### src/rtl/core/qsra_pkg.sv
// ----------------------------------------------------------------------------
// qsra_pkg
// Shared types, codes, widths and tree helpers for the quadtree square region
// allocator.
// ----------------------------------------------------------------------------
`default_nettype none

package qsra_pkg;

  // field widths
  localparam int OP_W       = 1;
  localparam int LEVEL_W    = 3;
  localparam int ID_W       = 9;
  localparam int POS_W      = 14;
  localparam int LAYER_W    = 8;
  localparam int STATUS_W   = 2;
  localparam int TSL_W      = 4;
  localparam int CFG_IDX_W  = 1;
  localparam int CFG_DATA_W = 8;
  localparam int ST_W       = 5;
  localparam int FREE_BIT   = 4;

  // default tree shape
  localparam int DEF_TREE_DEPTH = 4;
  localparam int DEF_NODE_COUNT = 341;

  // node status values
  localparam logic [ST_W-1:0] ST_FREE   = 5'h1F;
  localparam logic [ST_W-1:0] FREE_MASK = 5'h10;

  // configuration register indexes
  localparam logic [CFG_IDX_W-1:0] CFG_TOP_SIZE = 1'b0;
  localparam logic [CFG_IDX_W-1:0] CFG_LAYER    = 1'b1;

  localparam logic [TSL_W-1:0] TSL_RESET = 4'd12;

  // operation codes
  localparam logic [OP_W-1:0] OP_ALLOC = 1'b0;
  localparam logic [OP_W-1:0] OP_FREE  = 1'b1;

  // result status codes
  localparam logic [STATUS_W-1:0] RS_GRANTED  = 2'd0;
  localparam logic [STATUS_W-1:0] RS_NO_SPACE = 2'd1;
  localparam logic [STATUS_W-1:0] RS_FREED    = 2'd2;

  typedef struct packed {
    logic [OP_W-1:0]    op;
    logic [LEVEL_W-1:0] level;
    logic [ID_W-1:0]    id;
  } qsra_cmd_t;

  typedef struct packed {
    logic [STATUS_W-1:0] status;
    logic [ID_W-1:0]     id;
    logic [POS_W-1:0]    x;
    logic [POS_W-1:0]    y;
  } qsra_res_t;

  // node count of a subtree rooted at the given level: 1 + 4 + 16 + ...
  function automatic logic [15:0] sub_size(input logic [LEVEL_W-1:0] level,
                                           input int depth);
    logic [15:0] s;
    s = '0;
    for (int k = 0; k < 8; k++) begin
      if (k + int'(level) <= depth) s[2*k] = 1'b1;
    end
    return s;
  endfunction

  // slot times subtree size, slot in 0..3
  function automatic logic [15:0] times_slot(input logic [1:0] s, input logic [15:0] c);
    return (s[0] ? c : 16'd0) + (s[1] ? {c[14:0], 1'b0} : 16'd0);
  endfunction

  // side of a child of a node at the given level, wrapped to the position width
  function automatic logic [POS_W-1:0] half_off(input logic [TSL_W-1:0] tsl,
                                                input logic [LEVEL_W-1:0] level);
    logic [4:0]       sh;
    logic [POS_W-1:0] res;
    res = '0;
    sh  = '0;
    if ({1'b0, tsl} >= ({2'b00, level} + 5'd1)) begin
      sh = {1'b0, tsl} - {2'b00, level} - 5'd1;
      if (sh < 5'(POS_W)) res = POS_W'(1) << sh;
    end
    return res;
  endfunction

endpackage

`default_nettype wire

### src/rtl/core/qsra_if.sv
// ----------------------------------------------------------------------------
// qsra request / response channels
// Valid-ready channels carrying allocator requests and results.
// ----------------------------------------------------------------------------
`default_nettype none

interface qsra_req_if;
  logic                          valid;
  logic                          ready;
  logic [qsra_pkg::OP_W-1:0]     op;
  logic [qsra_pkg::LEVEL_W-1:0]  size_level;
  logic [qsra_pkg::ID_W-1:0]     node_id;

  modport source (output valid, op, size_level, node_id, input ready);
  modport sink   (input valid, op, size_level, node_id, output ready);
endinterface

interface qsra_rsp_if;
  logic                          valid;
  logic                          ready;
  logic [qsra_pkg::STATUS_W-1:0] status;
  logic [qsra_pkg::ID_W-1:0]     granted_id;
  logic [qsra_pkg::POS_W-1:0]    pos_x;
  logic [qsra_pkg::POS_W-1:0]    pos_y;
  logic [qsra_pkg::LAYER_W-1:0]  layer_out;

  modport source (output valid, status, granted_id, pos_x, pos_y, layer_out, input ready);
  modport sink   (input valid, status, granted_id, pos_x, pos_y, layer_out, output ready);
endinterface

`default_nettype wire

### src/rtl/core/qsra_engine.sv
// ----------------------------------------------------------------------------
// qsra_engine
// Tree walker: node status memory, ancestor stack and the sequencer that
// runs allocate searches, frees and the clearing pass after reset.
// ----------------------------------------------------------------------------
`default_nettype none

module qsra_engine #(
  parameter int TREE_DEPTH = qsra_pkg::DEF_TREE_DEPTH,
  parameter int NODE_COUNT = qsra_pkg::DEF_NODE_COUNT
) (
  input  wire logic                         clk,
  input  wire logic                         rst,
  input  wire logic                         start,
  input  wire qsra_pkg::qsra_cmd_t          cmd,
  input  wire logic [qsra_pkg::TSL_W-1:0]   top_size_log2,
  output logic                              ready,
  output logic                              res_valid,
  output qsra_pkg::qsra_res_t               res,
  input  wire logic                         res_ready
);

  localparam int FULL = int'(qsra_pkg::sub_size(3'd0, TREE_DEPTH));
  localparam int IDW  = (qsra_pkg::ID_W > $clog2(FULL + 1)) ? qsra_pkg::ID_W
                                                             : $clog2(FULL + 1);
  localparam int AW   = $clog2(NODE_COUNT);
  localparam int LW   = $clog2(TREE_DEPTH + 1);
  localparam int SW   = (TREE_DEPTH > 1) ? $clog2(TREE_DEPTH) : 1;
  localparam int STW  = qsra_pkg::ST_W;
  localparam int PW   = qsra_pkg::POS_W;
  localparam int LVW  = qsra_pkg::LEVEL_W;

  typedef enum logic [8:0] {
    S_CLEAR = 9'b000000001,
    S_IDLE  = 9'b000000010,
    S_READ  = 9'b000000100,
    S_EVAL  = 9'b000001000,
    S_RET   = 9'b000010000,
    S_FWALK = 9'b000100000,
    S_FRD   = 9'b001000000,
    S_FCHK  = 9'b010000000,
    S_DONE  = 9'b100000000
  } state_t;

  state_t state, state_next;

  logic [AW-1:0]  clr_addr, clr_addr_next;
  logic [LW-1:0]  sp, sp_next;
  logic [2:0]     k, k_next;
  logic           ret_hit, ret_hit_next;
  logic           all_free, all_free_next;
  logic [STW-1:0] ret_st, ret_st_next;
  logic           op_free, op_free_next;
  logic [LVW-1:0] want, want_next;
  logic [IDW-1:0] req_id, req_id_next;
  logic [IDW-1:0] cur_id, cur_id_next;
  logic [PW-1:0]  cur_x, cur_x_next;
  logic [PW-1:0]  cur_y, cur_y_next;

  // ancestor stack, read and written at the top only
  logic [IDW-1:0] stk_id [TREE_DEPTH];
  logic [STW-1:0] stk_st [TREE_DEPTH];
  logic [1:0]     stk_ci [TREE_DEPTH];
  logic [PW-1:0]  stk_x  [TREE_DEPTH];
  logic [PW-1:0]  stk_y  [TREE_DEPTH];

  logic           stk_we;
  logic [SW-1:0]  stk_wi;
  logic [IDW-1:0] stk_wid;
  logic [STW-1:0] stk_wst;
  logic [1:0]     stk_wci;
  logic [PW-1:0]  stk_wx;
  logic [PW-1:0]  stk_wy;

  // node status memory
  logic [STW-1:0] mem [NODE_COUNT];
  logic           mem_we;
  logic [IDW-1:0] wr_id;
  logic [AW-1:0]  mem_wa;
  logic [STW-1:0] mem_wd;
  logic [IDW-1:0] rd_id;
  logic           rd_inr;
  logic [AW-1:0]  mem_ra;
  logic [STW-1:0] rd_q;
  logic           rd_ok;
  logic [STW-1:0] st_rd;

  // helpers
  logic [SW-1:0]  top_idx;
  logic [IDW-1:0] par_id;
  logic [STW-1:0] par_st;
  logic [1:0]     par_ci;
  logic [PW-1:0]  par_x;
  logic [PW-1:0]  par_y;
  logic [15:0]    csz_child;
  logic [15:0]    csz_walk;
  logic [15:0]    full_walk;
  logic [PW-1:0]  h_par;
  logic [PW-1:0]  h_walk;
  logic [1:0]     ni;
  logic [STW-1:0] v_ret;
  logic [IDW-1:0] d_walk;
  logic [1:0]     pick;
  logic           walk_out;

  assign top_idx   = SW'(sp - LW'(1));
  assign par_id    = stk_id[top_idx];
  assign par_st    = stk_st[top_idx];
  assign par_ci    = stk_ci[top_idx];
  assign par_x     = stk_x[top_idx];
  assign par_y     = stk_y[top_idx];
  assign csz_child = qsra_pkg::sub_size(LVW'(sp), TREE_DEPTH);
  assign csz_walk  = qsra_pkg::sub_size(LVW'(sp) + 3'd1, TREE_DEPTH);
  assign full_walk = qsra_pkg::sub_size(LVW'(sp), TREE_DEPTH);
  assign h_par     = qsra_pkg::half_off(top_size_log2, LVW'(sp) - 3'd1);
  assign h_walk    = qsra_pkg::half_off(top_size_log2, LVW'(sp));
  assign ni        = par_ci + 2'd1;
  assign st_rd     = rd_ok ? rd_q : '0;

  // parent status on return: drop an exhausted child's bit, free bit on a grant
  always_comb begin
    v_ret = par_st & ~((ret_st == '0) ? (STW'(1) << par_ci) : '0);
    if (ret_hit) v_ret = v_ret & ~qsra_pkg::FREE_MASK;
  end

  // free descent: which child subtree holds the id
  assign d_walk   = req_id - cur_id - IDW'(1);
  assign walk_out = (sp == LW'(TREE_DEPTH)) || (req_id < cur_id) ||
                    ({1'b0, req_id} >= ({1'b0, cur_id} + (IDW+1)'(full_walk)));
  always_comb begin
    priority if (d_walk >= IDW'(qsra_pkg::times_slot(2'd3, csz_walk))) pick = 2'd3;
    else if (d_walk >= IDW'(qsra_pkg::times_slot(2'd2, csz_walk)))     pick = 2'd2;
    else if (d_walk >= IDW'(csz_walk))                                 pick = 2'd1;
    else                                                               pick = 2'd0;
  end

  always_comb begin
    state_next    = state;
    clr_addr_next = clr_addr;
    sp_next       = sp;
    k_next        = k;
    ret_hit_next  = ret_hit;
    all_free_next = all_free;
    ret_st_next   = ret_st;
    op_free_next  = op_free;
    want_next     = want;
    req_id_next   = req_id;
    cur_id_next   = cur_id;
    cur_x_next    = cur_x;
    cur_y_next    = cur_y;
    stk_we        = 1'b0;
    stk_wi        = SW'(sp);
    stk_wid       = cur_id;
    stk_wst       = st_rd;
    stk_wci       = 2'd0;
    stk_wx        = cur_x;
    stk_wy        = cur_y;
    mem_we        = 1'b0;
    wr_id         = cur_id;
    mem_wd        = '0;
    rd_id         = cur_id;

    unique case (state)
      S_CLEAR: begin
        mem_we = 1'b1;
        wr_id  = IDW'(clr_addr);
        mem_wd = qsra_pkg::ST_FREE;
        if (clr_addr == AW'(NODE_COUNT - 1)) state_next = S_IDLE;
        else clr_addr_next = clr_addr + AW'(1);
      end

      S_IDLE: begin
        if (start) begin
          op_free_next = (cmd.op == qsra_pkg::OP_FREE);
          want_next    = cmd.level;
          req_id_next  = IDW'(cmd.id);
          sp_next      = '0;
          cur_id_next  = '0;
          cur_x_next   = '0;
          cur_y_next   = '0;
          ret_hit_next = 1'b0;
          state_next   = (cmd.op == qsra_pkg::OP_FREE) ? S_FWALK : S_READ;
        end
      end

      S_READ: begin
        state_next = S_EVAL;
      end

      S_EVAL: begin
        if (st_rd == '0) begin
          ret_hit_next = 1'b0;
          ret_st_next  = '0;
          state_next   = (sp == '0) ? S_DONE : S_RET;
        end else if (LVW'(sp) == want) begin
          if (st_rd[qsra_pkg::FREE_BIT]) begin
            mem_we       = 1'b1;
            wr_id        = cur_id;
            mem_wd       = '0;
            ret_hit_next = 1'b1;
            ret_st_next  = '0;
          end else begin
            ret_hit_next = 1'b0;
            ret_st_next  = st_rd;
          end
          state_next = (sp == '0) ? S_DONE : S_RET;
        end else if (sp == LW'(TREE_DEPTH)) begin
          ret_hit_next = 1'b0;
          ret_st_next  = st_rd;
          state_next   = (sp == '0) ? S_DONE : S_RET;
        end else begin
          // descend into child 0, same corner as the parent
          stk_we      = 1'b1;
          stk_wi      = SW'(sp);
          sp_next     = sp + LW'(1);
          cur_id_next = cur_id + IDW'(1);
          state_next  = S_READ;
        end
      end

      S_RET: begin
        if (ret_hit || par_ci == 2'd3) begin
          mem_we      = 1'b1;
          wr_id       = par_id;
          mem_wd      = v_ret;
          ret_st_next = v_ret;
          sp_next     = sp - LW'(1);
          state_next  = (sp == LW'(1)) ? S_DONE : S_RET;
        end else begin
          // move on to the next sibling
          stk_we      = 1'b1;
          stk_wi      = top_idx;
          stk_wid     = par_id;
          stk_wst     = v_ret;
          stk_wci     = ni;
          stk_wx      = par_x;
          stk_wy      = par_y;
          cur_id_next = par_id + IDW'(1) + IDW'(qsra_pkg::times_slot(ni, csz_child));
          cur_x_next  = par_x + (ni[0] ? h_par : '0);
          cur_y_next  = par_y + (ni[1] ? h_par : '0);
          state_next  = S_READ;
        end
      end

      S_FWALK: begin
        if (cur_id == req_id) begin
          ret_hit_next = (req_id < IDW'(NODE_COUNT));
          if (req_id < IDW'(NODE_COUNT)) begin
            mem_we        = 1'b1;
            wr_id         = req_id;
            mem_wd        = qsra_pkg::ST_FREE;
            k_next        = '0;
            all_free_next = 1'b1;
            state_next    = (sp == '0) ? S_DONE : S_FRD;
          end else begin
            state_next = S_DONE;
          end
        end else if (walk_out) begin
          ret_hit_next = 1'b0;
          state_next   = S_DONE;
        end else begin
          stk_we      = 1'b1;
          stk_wi      = SW'(sp);
          stk_wci     = pick;
          sp_next     = sp + LW'(1);
          cur_id_next = cur_id + IDW'(1) + IDW'(qsra_pkg::times_slot(pick, csz_walk));
          cur_x_next  = cur_x + (pick[0] ? h_walk : '0);
          cur_y_next  = cur_y + (pick[1] ? h_walk : '0);
        end
      end

      S_FRD: begin
        // four children first, then the parent itself
        if (k == 3'd4) rd_id = par_id;
        else rd_id = par_id + IDW'(1) + IDW'(qsra_pkg::times_slot(k[1:0], csz_child));
        state_next = S_FCHK;
      end

      S_FCHK: begin
        if (k != 3'd4) begin
          all_free_next = all_free & st_rd[qsra_pkg::FREE_BIT];
          k_next        = k + 3'd1;
          state_next    = S_FRD;
        end else begin
          mem_we  = 1'b1;
          wr_id   = par_id;
          mem_wd  = st_rd | (STW'(1) << par_ci) | (all_free ? qsra_pkg::FREE_MASK : '0);
          sp_next = sp - LW'(1);
          if (sp == LW'(1)) begin
            state_next = S_DONE;
          end else begin
            k_next        = '0;
            all_free_next = 1'b1;
            state_next    = S_FRD;
          end
        end
      end

      S_DONE: begin
        if (res_ready) state_next = S_IDLE;
      end

      default: state_next = S_IDLE;
    endcase
  end

  always_ff @(posedge clk) begin
    if (rst) begin
      state    <= S_CLEAR;
      clr_addr <= '0;
      sp       <= '0;
      k        <= '0;
      ret_hit  <= 1'b0;
    end else begin
      state    <= state_next;
      clr_addr <= clr_addr_next;
      sp       <= sp_next;
      k        <= k_next;
      ret_hit  <= ret_hit_next;
    end
  end

  always_ff @(posedge clk) begin
    all_free <= all_free_next;
    ret_st   <= ret_st_next;
    op_free  <= op_free_next;
    want     <= want_next;
    req_id   <= req_id_next;
    cur_id   <= cur_id_next;
    cur_x    <= cur_x_next;
    cur_y    <= cur_y_next;
    if (stk_we) begin
      stk_id[stk_wi] <= stk_wid;
      stk_st[stk_wi] <= stk_wst;
      stk_ci[stk_wi] <= stk_wci;
      stk_x[stk_wi]  <= stk_wx;
      stk_y[stk_wi]  <= stk_wy;
    end
  end

  // ids past the node count read as exhausted
  assign rd_inr = (rd_id < IDW'(NODE_COUNT));
  assign mem_ra = rd_inr ? rd_id[AW-1:0] : '0;
  assign mem_wa = wr_id[AW-1:0];

  always_ff @(posedge clk) begin
    if (mem_we) mem[mem_wa] <= mem_wd;
    rd_q  <= mem[mem_ra];
    rd_ok <= rd_inr;
  end

  assign ready     = (state == S_IDLE);
  assign res_valid = (state == S_DONE);

  always_comb begin
    res.status = op_free ? qsra_pkg::RS_FREED
                         : (ret_hit ? qsra_pkg::RS_GRANTED : qsra_pkg::RS_NO_SPACE);
    res.id     = op_free ? req_id[qsra_pkg::ID_W-1:0]
                         : (ret_hit ? cur_id[qsra_pkg::ID_W-1:0] : '0);
    res.x      = ret_hit ? cur_x : '0;
    res.y      = ret_hit ? cur_y : '0;
  end

  a_sp_bound: assert property (@(posedge clk) disable iff (rst)
    sp <= LW'(TREE_DEPTH))
    else $error("ancestor stack overflow");

  a_idle_no_write: assert property (@(posedge clk) disable iff (rst)
    (state == S_IDLE || state == S_DONE) |-> !mem_we)
    else $error("status memory written while no walk is running");

  a_ret_has_parent: assert property (@(posedge clk) disable iff (rst)
    (state == S_RET || state == S_FRD || state == S_FCHK) |-> sp != '0)
    else $error("return step with an empty stack");

  a_grant_flags_hit: assert property (@(posedge clk) disable iff (rst)
    (state == S_EVAL && mem_we) |=> ret_hit)
    else $error("grant write without a hit flag");

  a_parent_write_last: assert property (@(posedge clk) disable iff (rst)
    (state == S_FCHK && mem_we) |-> k == 3'd4)
    else $error("parent updated before all children were checked");

endmodule

`default_nettype wire

### src/rtl/core/quadtree_square_region_allocator.sv
// ----------------------------------------------------------------------------
// quadtree_square_region_allocator
// 2D buddy allocator over a complete quadtree of square regions.
// ----------------------------------------------------------------------------
// usage:
//   req  : one transaction per allocate (op 0, size_level) or free (op 1, node_id)
//   rsp  : one transaction per request: status, id, top-left position, layer
//   cfg  : cfg_we/cfg_index/cfg_data write top_size_log2 (0) and layer_index (1)
//          while the block is idle
// flow: one request at a time; req.ready is high only when the walker is idle.
//   allocate: depth-first walk that reads each visited node and steps back
//   up when a subtree is done. free: one level per step on the way down,
//   then four child reads and the parent read per ancestor (one memory
//   port). the result then moves into the output register.
// reset: a clearing pass writes every status entry free, with req.ready low;
//   config registers return to 12 and 0 at once.
// stall: the result sits in the output register until rsp.ready; the next
//   request is taken meanwhile, and its result waits in the walker until the
//   output register frees up.
// ----------------------------------------------------------------------------
`default_nettype none

module quadtree_square_region_allocator #(
  parameter int TREE_DEPTH = qsra_pkg::DEF_TREE_DEPTH,
  parameter int NODE_COUNT = qsra_pkg::DEF_NODE_COUNT
) (
  input  wire logic                              clk,
  input  wire logic                              rst,
  qsra_req_if.sink                               req,
  qsra_rsp_if.source                             rsp,
  input  wire logic                              cfg_we,
  input  wire logic [qsra_pkg::CFG_IDX_W-1:0]    cfg_index,
  input  wire logic [qsra_pkg::CFG_DATA_W-1:0]   cfg_data
);

  logic [qsra_pkg::TSL_W-1:0]   top_size_log2;
  logic [qsra_pkg::LAYER_W-1:0] layer_index;

  logic                 eng_ready;
  logic                 start;
  qsra_pkg::qsra_cmd_t  cmd;
  logic                 res_valid;
  logic                 res_ready;
  qsra_pkg::qsra_res_t  res;

  logic                 rsp_valid;
  qsra_pkg::qsra_res_t  rsp_q;
  logic [qsra_pkg::LAYER_W-1:0] rsp_layer;

  always_ff @(posedge clk) begin
    if (rst) begin
      top_size_log2 <= qsra_pkg::TSL_RESET;
      layer_index   <= '0;
    end else if (cfg_we) begin
      unique case (cfg_index)
        qsra_pkg::CFG_TOP_SIZE: top_size_log2 <= cfg_data[qsra_pkg::TSL_W-1:0];
        qsra_pkg::CFG_LAYER:    layer_index   <= cfg_data[qsra_pkg::LAYER_W-1:0];
        default:                layer_index   <= layer_index;
      endcase
    end
  end

  assign req.ready = eng_ready;
  assign start     = req.valid && eng_ready;
  assign cmd.op    = req.op;
  assign cmd.level = req.size_level;
  assign cmd.id    = req.node_id;

  qsra_engine #(
    .TREE_DEPTH (TREE_DEPTH),
    .NODE_COUNT (NODE_COUNT)
  ) u_engine (
    .clk           (clk),
    .rst           (rst),
    .start         (start),
    .cmd           (cmd),
    .top_size_log2 (top_size_log2),
    .ready         (eng_ready),
    .res_valid     (res_valid),
    .res           (res),
    .res_ready     (res_ready)
  );

  // output register parts the walker from the receiver
  assign res_ready = !rsp_valid || rsp.ready;

  always_ff @(posedge clk) begin
    if (rst) begin
      rsp_valid <= 1'b0;
    end else if (res_ready) begin
      rsp_valid <= res_valid;
    end
  end

  always_ff @(posedge clk) begin
    if (res_valid && res_ready) begin
      rsp_q     <= res;
      rsp_layer <= (res.status == qsra_pkg::RS_NO_SPACE) ? '0 : layer_index;
    end
  end

  assign rsp.valid      = rsp_valid;
  assign rsp.status     = rsp_q.status;
  assign rsp.granted_id = rsp_q.id;
  assign rsp.pos_x      = rsp_q.x;
  assign rsp.pos_y      = rsp_q.y;
  assign rsp.layer_out  = rsp_layer;

endmodule

`default_nettype wire

### src/flat_wrapper.sv
// flat-port wrapper written by rule: the top's interface ports become plain ports
module quadtree_square_region_allocator_flat 
#(
  parameter int TREE_DEPTH = qsra_pkg::DEF_TREE_DEPTH,
  parameter int NODE_COUNT = qsra_pkg::DEF_NODE_COUNT
)
  (clk, rst, cfg_we, cfg_index, cfg_data, req_valid, req_op, req_size_level, req_node_id, req_ready, rsp_valid, rsp_status, rsp_granted_id, rsp_pos_x, rsp_pos_y, rsp_layer_out, rsp_ready);
  qsra_req_if req_i ();
  qsra_rsp_if rsp_i ();
  input  wire logic clk;
  input  wire logic rst;
  input  wire logic cfg_we;
  input  wire logic [qsra_pkg::CFG_IDX_W-1:0] cfg_index;
  input  wire logic [qsra_pkg::CFG_DATA_W-1:0] cfg_data;
  input wire logic [$bits(req_i.valid)-1:0] req_valid;
  input wire logic [$bits(req_i.op)-1:0] req_op;
  input wire logic [$bits(req_i.size_level)-1:0] req_size_level;
  input wire logic [$bits(req_i.node_id)-1:0] req_node_id;
  output wire logic [$bits(req_i.ready)-1:0] req_ready;
  output wire logic [$bits(rsp_i.valid)-1:0] rsp_valid;
  output wire logic [$bits(rsp_i.status)-1:0] rsp_status;
  output wire logic [$bits(rsp_i.granted_id)-1:0] rsp_granted_id;
  output wire logic [$bits(rsp_i.pos_x)-1:0] rsp_pos_x;
  output wire logic [$bits(rsp_i.pos_y)-1:0] rsp_pos_y;
  output wire logic [$bits(rsp_i.layer_out)-1:0] rsp_layer_out;
  input wire logic [$bits(rsp_i.ready)-1:0] rsp_ready;
  assign req_i.valid = req_valid;
  assign req_i.op = req_op;
  assign req_i.size_level = req_size_level;
  assign req_i.node_id = req_node_id;
  assign req_ready = req_i.ready;
  assign rsp_valid = rsp_i.valid;
  assign rsp_status = rsp_i.status;
  assign rsp_granted_id = rsp_i.granted_id;
  assign rsp_pos_x = rsp_i.pos_x;
  assign rsp_pos_y = rsp_i.pos_y;
  assign rsp_layer_out = rsp_i.layer_out;
  assign rsp_i.ready = rsp_ready;
  quadtree_square_region_allocator #(.TREE_DEPTH(TREE_DEPTH), .NODE_COUNT(NODE_COUNT)) u_core (.clk(clk), .rst(rst), .req(req_i), .rsp(rsp_i), .cfg_we(cfg_we), .cfg_index(cfg_index), .cfg_data(cfg_data));
endmodule
### config.mk
export PLATFORM = sky130hd
export DESIGN_NAME = quadtree_square_region_allocator_flat
export DESIGN_NICKNAME = d
export VERILOG_FILES = /design/src/rtl/core/qsra_pkg.sv /design/src/rtl/core/qsra_if.sv /design/src/rtl/core/qsra_engine.sv /design/src/rtl/core/quadtree_square_region_allocator.sv /design/src/flat_wrapper.sv
export SDC_FILE = /design/constraint.sdc
export NUM_CORES = 2
export LEC_CHECK = 0
export ABC_AREA = 1
export CORE_UTILIZATION = 35
export CTS_BUF_LIST = sky130_fd_sc_hd__clkbuf_16
export DETAILED_ROUTE_END_ITERATION = 8
export DONT_BUFFER_PORTS = 1
export SETUP_SLACK_MARGIN = 0.02
export SLEW_MARGIN = 40
export SYNTH_ARGS = -nofsm -noshare
export SYNTH_HDL_FRONTEND = slang
export SYNTH_SLANG_ARGS = --single-unit
### constraint.sdc
create_clock -name clk -period 38.1 [get_ports clk]
set_clock_uncertainty 0.2 [all_clocks]
set_input_delay 5.715 -clock clk [delete_from_list [all_inputs] [get_ports clk]]
set_output_delay 5.715 -clock clk [all_outputs]
set_load 0.05 [all_outputs]
* Word-level counts from Yosys, hierarchy flattened
Memory sizes are Yosys's and may differ from the RTL's. A register that Yosys moved wholly into a read port is not among the register bits. Index checks and enable logic that the tools add are counted.
Word-level totals: register bits 142, bits in writable memories 1881, output and inout bits 49, logic and storage cells 302, memories kept 6
Operators by class: $add $sub $neg 35, magnitude comparators 21, eq/ne operators 34, shifts and indexed selects 3, mux-type cells 147, bitwise gates (word level) 7, reduce and logical (&&, ||, !) cells 27
Memories:
- u_core.u_engine.mem | depth 341, width 5, rd ports 1, clocked after Yosys merged registers in 1, wr ports 1, RTL line qsra_engine.sv:76 | logic [STW-1:0] mem [NODE_COUNT];
- u_core.u_engine.stk_x | depth 4, width 14, rd ports 1, clocked after Yosys merged registers in 0, wr ports 1, RTL line qsra_engine.sv:64 | logic [PW-1:0] stk_x [TREE_DEPTH];
- u_core.u_engine.stk_y | depth 4, width 14, rd ports 1, clocked after Yosys merged registers in 0, wr ports 1, RTL line qsra_engine.sv:65 | logic [PW-1:0] stk_y [TREE_DEPTH];
- u_core.u_engine.stk_id | depth 4, width 9, rd ports 1, clocked after Yosys merged registers in 0, wr ports 1, RTL line qsra_engine.sv:61 | logic [IDW-1:0] stk_id [TREE_DEPTH];
- u_core.u_engine.stk_st | depth 4, width 5, rd ports 1, clocked after Yosys merged registers in 0, wr ports 1, RTL line qsra_engine.sv:62 | logic [STW-1:0] stk_st [TREE_DEPTH];
- u_core.u_engine.stk_ci | depth 4, width 2, rd ports 1, clocked after Yosys merged registers in 0, wr ports 1, RTL line qsra_engine.sv:63 | logic [1:0] stk_ci [TREE_DEPTH];
Operators by type and width (number):
- 2-to-1 mux 9 bit | 36
- 2-to-1 mux 14 bit | 19
- one-hot mux 14 bit (3 select lines) | 2
- one-hot mux 9 bit (9 select lines) | 1
- one-hot mux 9 bit (4 select lines) | 2
- 2-to-1 mux 5 bit | 14
- adder 14 bit | 4
- adder 9 bit | 6
- 2-to-1 mux 1 bit | 39
- 2-to-1 mux 3 bit | 12
- less-or-equal comparator 4 x 3 -> 1 bit, second input constant | 8
- << shifter 1 x 5 -> 14 bit, first input constant | 2
- adder 9 x 1 -> 9 bit, second input constant | 3
- inequality test 2 bit, second input constant | 13
- 2-to-1 mux 8 bit | 3
- one-hot mux 5 bit (4 select lines) | 1
- == test 9 bit, second input constant | 2
- >= comparator 9 bit | 2
- < comparator 9 bit, second input constant | 2
- adder 2 x 3 -> 4 bit, first input constant | 4
- 2-to-1 mux 2 bit | 8
- one-hot mux 3 bit (5 select lines) | 1
- AND reduction 4 bit | 3
- adder 9 x 9 -> 10 bit | 1
- other kinds (61) | 86

* Logic depth before layout (Yosys ltp)
word-level depth 14, depth in mapped cells 45, mapped depth without buffers 43

* Cells and area by module
From an unflattened synthesis, not the netlist that was laid out.
Unflattened totals: cell total of the unflattened synthesis 8780, area total of the unflattened synthesis 93604.8 µm²
Modules (own cells, without submodules):
- qsra_engine | times used 1, cells each 8646, area each 91612.9 µm²
- quadtree_square_region_allocator | times used 1, cells each 134, area each 1991.9 µm²

* Least setup slack after synthesis
OpenSTA, ideal clock, no wires.
path type register -> register, from register u_core.u_engine.sp[0], to memory u_core.u_engine.mem[0][1] (netlist bit) (data pin), setup time 2.026 ns, arrival 12.414 ns, setup slack 23.460 ns, cell stages (with the launch flop) 17, cell sequence dfxtp_1 > buf_6 > inv_4 > buf_6 > ha_1 > nand2_1 > inv_2 > buf_2 > a22oi_1 > inv_1 > a221oi_1 > clkinv_1 > clkbuf_1 > ha_1 > a32oi_1 > nand2_1 > o2111ai_1
Between the ends: word-level cells in the longest chain between the ends 9, elaborated cells between the ends (all ways) 15, classes of those cells add/sub (1); eq/ne (1); shift (1); mux (5); bitwise (4); reduce/logical (1); memory (2)
Ends and longest elaborated chain:
- from (decl) | RTL line qsra_engine.sv:48 | logic [LW-1:0] sp, sp_next;
- from (signal assigned) | RTL line qsra_engine.sv:317 | sp <= sp_next;
- subtractor 3 x 1 -> 3 bit * | RTL line qsra_engine.sv:106 | assign top_idx = SW'(sp - LW'(1));
- memory read (4 x 2 bit)
- << shifter 1 x 2 -> 5 bit | RTL line qsra_engine.sv:122, qsra_engine.sv:287
- 2-to-1 mux 5 bit | RTL line qsra_engine.sv:122 | v_ret = par_st & ~((ret_st == '0) ? (STW'(1) << par_ci) : '0);
- inverter 5 bit | RTL line qsra_engine.sv:122
- AND 5 bit | RTL line qsra_engine.sv:122
- 2-to-1 mux 5 bit | RTL line qsra_engine.sv:123 | if (ret_hit) v_ret = v_ret & ~qsra_pkg::FREE_MASK;
- 2-to-1 mux 5 bit | RTL line qsra_engine.sv:222 | if (ret_hit || par_ci == 2'd3) begin
- one-hot mux 5 bit (4 select lines) * | RTL line qsra_engine.sv:163 | unique case (state)
- named net u_core.u_engine.mem_wd[1] | RTL line qsra_engine.sv:80 | logic [STW-1:0] mem_wd;
- to (decl) | RTL line qsra_engine.sv:76
Mark *: on every way through the listed nets, which the timed path passes. The rest lies on a longest branch.

* Worst setup path after layout
from register u_core.u_engine.sp[0], to register u_core.u_engine.rd_q[1] (read register of u_core.u_engine.mem)
Between the ends: word-level cells in the longest chain between the ends 10, elaborated cells between the ends (all ways) 25, classes of those cells add/sub (8); order compare (6); mux (10); memory (1)
Ends and longest elaborated chain:
- adder 1 x 3 -> 4 bit, or another cell as far along | RTL line qsra_pkg.sv:65 | if (k + int'(level) <= depth) s[2*k] = 1'b1;
- less-or-equal comparator 4 x 3 -> 1 bit | RTL line qsra_pkg.sv:65
- 2-to-1 mux 1 bit | RTL line qsra_pkg.sv:65
- 2-to-1 mux 9 bit or 2-to-1 mux 8 bit (tied branches) | RTL line qsra_pkg.sv:72 | return (s[0] ? c : 16'd0) + (s[1] ? {c[14:0], 1'b0} : 16'd0);
- adder 9 bit | RTL line qsra_pkg.sv:72
- adder 9 bit | RTL line qsra_engine.sv:275 | else rd_id = par_id + IDW'(1) + IDW'(qsra_pkg::times_slot(k[1:0], csz_child));
- 2-to-1 mux 9 bit * | RTL line qsra_engine.sv:274 | if (k == 3'd4) rd_id = par_id;
- 2-to-1 mux 9 bit * | RTL line qsra_engine.sv:163
- < comparator 9 bit | RTL line qsra_engine.sv:342 | assign rd_inr = (rd_id < IDW'(NODE_COUNT));
- 2-to-1 mux 9 bit * | RTL line qsra_engine.sv:343 | assign mem_ra = rd_inr ? rd_id[AW-1:0] : '0;
- to (decl) | RTL line qsra_engine.sv:84 | logic [STW-1:0] rd_q;
Mark *: on every way between the ends. The rest lies on a longest branch, timed or not. A chain may end at the register's enable or synchronous reset.

==> metrics.txt <==
result of the run=complete, but fails checks; violated checks=DRC; transition at the pin with the smallest max-transition slack=0.917 ns; cell with the most instances after synthesis=edfxtp_1; Util after Layout=0.390; share of flip-flops with an asynchronous set or reset=0; worst slew margin relative to its limit=0.388; number of cells produced by synthesis=8703; worst-path maximum fanout=approximately 120; number of I/O pins=76; Initial DRT Pass Iterations=9; FP Rows=roughly 190; final cell count without fillers=12200; wire length per cell after detailed routing=around 22 um; total global routing track utilization=0.191; Die Footprint=269000 um2; area of the core region=approximately 270000 um2; Total Nets Final=around 8700; leading post-synthesis cells by instance count=edfxtp_1, nand2_1, nand3_1; slowest cell delay on critical path=0.75 ns; maximum clock frequency=108 MHz; cell taking the most area after synthesis=edfxtp_1; root buffer selected by CTS=clkbuf_16; Worst path slowest cell=ha_1; Final min period=9.22 ns; layout cells sized above 1=0.0704; max_cap viols=0; via count=64400; clock buffer count from CTS=203; worst path required time=about 39 ns; post-synthesis sequential element count=between 2000 and 2500; via count of the first global-routing pass=about 62000; maximum number of pins on one net before global-route repair=between 200 and 250; worst setup path category=reg -> reg; yosys warns=0; synthesized area per cell=roughly 11 um2; cell area reported after detailed placement=96600 um2; Final Max Slew Viols=0; Critical path buffers and inverters=7; arrival time of the worst setup path=a little under 10 ns; worst vdd rail ir drop=roughly 0.000064 V; Cell Pwr Density=approximately 75 nW/um2; Worst-Skew Late Latency=roughly 0.86 ns; Clock transition at path regs=roughly 0.06 ns; ANT nets after route=0; synth top area cells=edfxtp_1, nand3_1, nand2_1; Worst setup EP type=register; sort of element at the start of the critical path=register; min-delay worst type=reg -> reg; Top delay family on crit path=simple AND/OR/NAND/NOR gates; CTS tree=yes; number of remaining DRC errors=34; port bufs=0; drt total wl=~260000 um; Finished Cell Area=between 100000 and 150000 um2; setup repair after global routing missed its margin=no; number of cells after detailed placement=11800; static leakage=around 38 nW; Setup violations, final=0; top-area cell type share of the netlist area=0.638; count of flip-flops with a built-in enable after synthesis=1984; cell area after synthesis=~93000 um2; most used cell, CP=nand3_1; starting density of the core=0.352; Area growth syn-to-layout=10.9%; setup repair bufs after CTS=0; depth of the CTS H-tree=4; fraction of the yosys area taken by sequential cells=0.647; count of hold buffers inserted by post-cts repair=0; Placer Congestion=between 0.9 and 1; number of DRC violations after detailed-routing iteration 0=approximately 7700; cells resized by post-CTS repair=0; predominant post-synthesis flop cell=edfxtp_1; number of clock sinks=~2000; final-layout setup total negative slack=0 ns; vias per std cell=about 5.3; share of the cycle needed by the critical path after routing=0.242; y dimension of the die=519 um; wire length of the first global-routing pass=about 390000 um; final-report hold violation count=0; HPWL after detailed placement=153000 um; number of unique standard cell types used by synthesis=64; Die Wd=519 um; post-synth net total=8877; Fillers=25400; Max clock buf depth=3; Overflow after GRT=0; number of antenna violations at the first check in global routing=12
[path summary, 6_finish.rpt]
| check | startpoint | to | slack, ns | cells after the start |
|---|---|---|---|---|
| worst max-delay path | u_core.u_engine.sp[0] | u_core.u_engine.rd_q[1] | 28.88 | 36 |
| worst min-delay path | u_core.layer_index[4] | u_core.layer_index[4] | 0.26 | 2 |
| worst max register to register | u_core.u_engine.sp[0] | u_core.u_engine.rd_q[1] | 28.88 | 36 |
| worst min register to register | u_core.layer_index[4] | u_core.layer_index[4] | 0.26 | 2 |
[power breakdown]
| part | internal (W) | switching, W | total, W | leakage (nW) |
|---|---|---|---|---|
| logic | 0.000693 | 0.00212 | 0.00281 | 16.7 |
| registers | 0.00288 | 0.0000406 | 0.00292 | 18.3 |
| clock network | 0.00112 | 0.000879 | 0.00200 | 3.44 |
[cells by family after synthesis]
group | share of synthesized area
simple gates | 0.214
flops | 0.647
buf+inv | 0.0648
compound gates | 0.0492
fa+ha+maj | 0.0205
xor+xnor | 0.00421
[layout by cell type, fill, tap and decap left out, types with 17 or more instances in the layout]
cell / synthesis / layout
edfxtp_1: 1984 / 1984
nand2_1: 1536 / 1517
nand3_1: 1439 / 1439
inv_1: 909 / 955
nor2_1: 712 / 701
nand3b_1: 344 / 344
clkbuf_16: 0 / 207
o211ai_1: 197 / 197
o21ai_0: 182 / 181
ha_1: 137 / 137
or2_2: 130 / 130
a21oi_1: 129 / 127
clkinv_1: 11 / 58
buf_4: 23 / 58
or2_1: 51 / 51
dfxtp_1: 44 / 43
nor3_1: 43 / 41
a22oi_1: 41 / 41
clkinv_2: 0 / 36
xor2_1: 29 / 29
o21ai_1: 26 / 26
o221ai_1: 25 / 25
bufinv_16: 0 / 20
nand2_2: 10 / 19
o22ai_1: 19 / 19
or2_0: 17 / 17
[worst register-to-register path, delay by kind of cell (launching register included)]
family                   cells  cell delay [ns]
AO/OA/AOI/OAI                1             0.25
XOR/XNOR                     1             0.24
adder cells (fa/ha/maj)      2             1.07
buffers and inverters        7             3.26
flip-flops                   1             0.65
AND/OR/NAND/NOR             25             3.54
[flip-flops by register name (all words and copies together) (netlist names), 9 cells and up]
signal	count
u_core.u_engine.cur_y	14
u_core.rsp.pos_y	14
u_core.rsp.granted_id	9
u_core.u_engine.state	9
u_core.u_engine.mem	1705
u_core.u_engine.stk_st	20
u_core.rsp.pos_x	14
u_core.u_engine.stk_id	36
u_core.u_engine.cur_x	14
u_core.u_engine.clr_addr	9
u_core.u_engine.req_id	9
u_core.u_engine.cur_id	9
u_core.u_engine.stk_y	56
u_core.u_engine.stk_x	56
[final cells by class]
class                      instances  area (um2)  area share
tap                             3533        4420      0.0427
timing repair buffer             102        1260      0.0122
antenna                            2        5.00   0.0000483
clock buffer                     207        5180      0.0500
sequential                      2028       60500       0.584
multi-input combinational       5220       27200       0.263
clock inverter                   175        1490      0.0144
inverter                         938        3560      0.0344
[metrics by stage]
stage / hold slack [ns] / power [W] / setup slack, ns
2_1_floorplan: 0.230 / 0.00498 / 23.46
3_5_place_dp: 0.247 / 0.00572 / 28.15
6_report: 0.256 / 0.00774 / 28.88
4_1_cts: 0.256 / 0.00772 / 28.15
5_1_grt: 0.288 / 0.00808 / 28.22
3_3_place_gp: 0.241 / 0.00567 / 28.18
[routing by layer]
layer | share of wire | vias up | global-route usage | wire length, um
li1 | - | 29800 | - | -
met1 | 0.43 | 31700 | 0.263 | 115000
met2 | 0.47 | 2534 | 0.309 | 123000
met3 | 0.075 | 404 | 0.0319 | 19800
met4 | 0.026 | 4 | 0.0549 | 6770
met5 | 0.00010 | - | 0 | 27
Note: power is estimated with default switching activity, not from simulation.
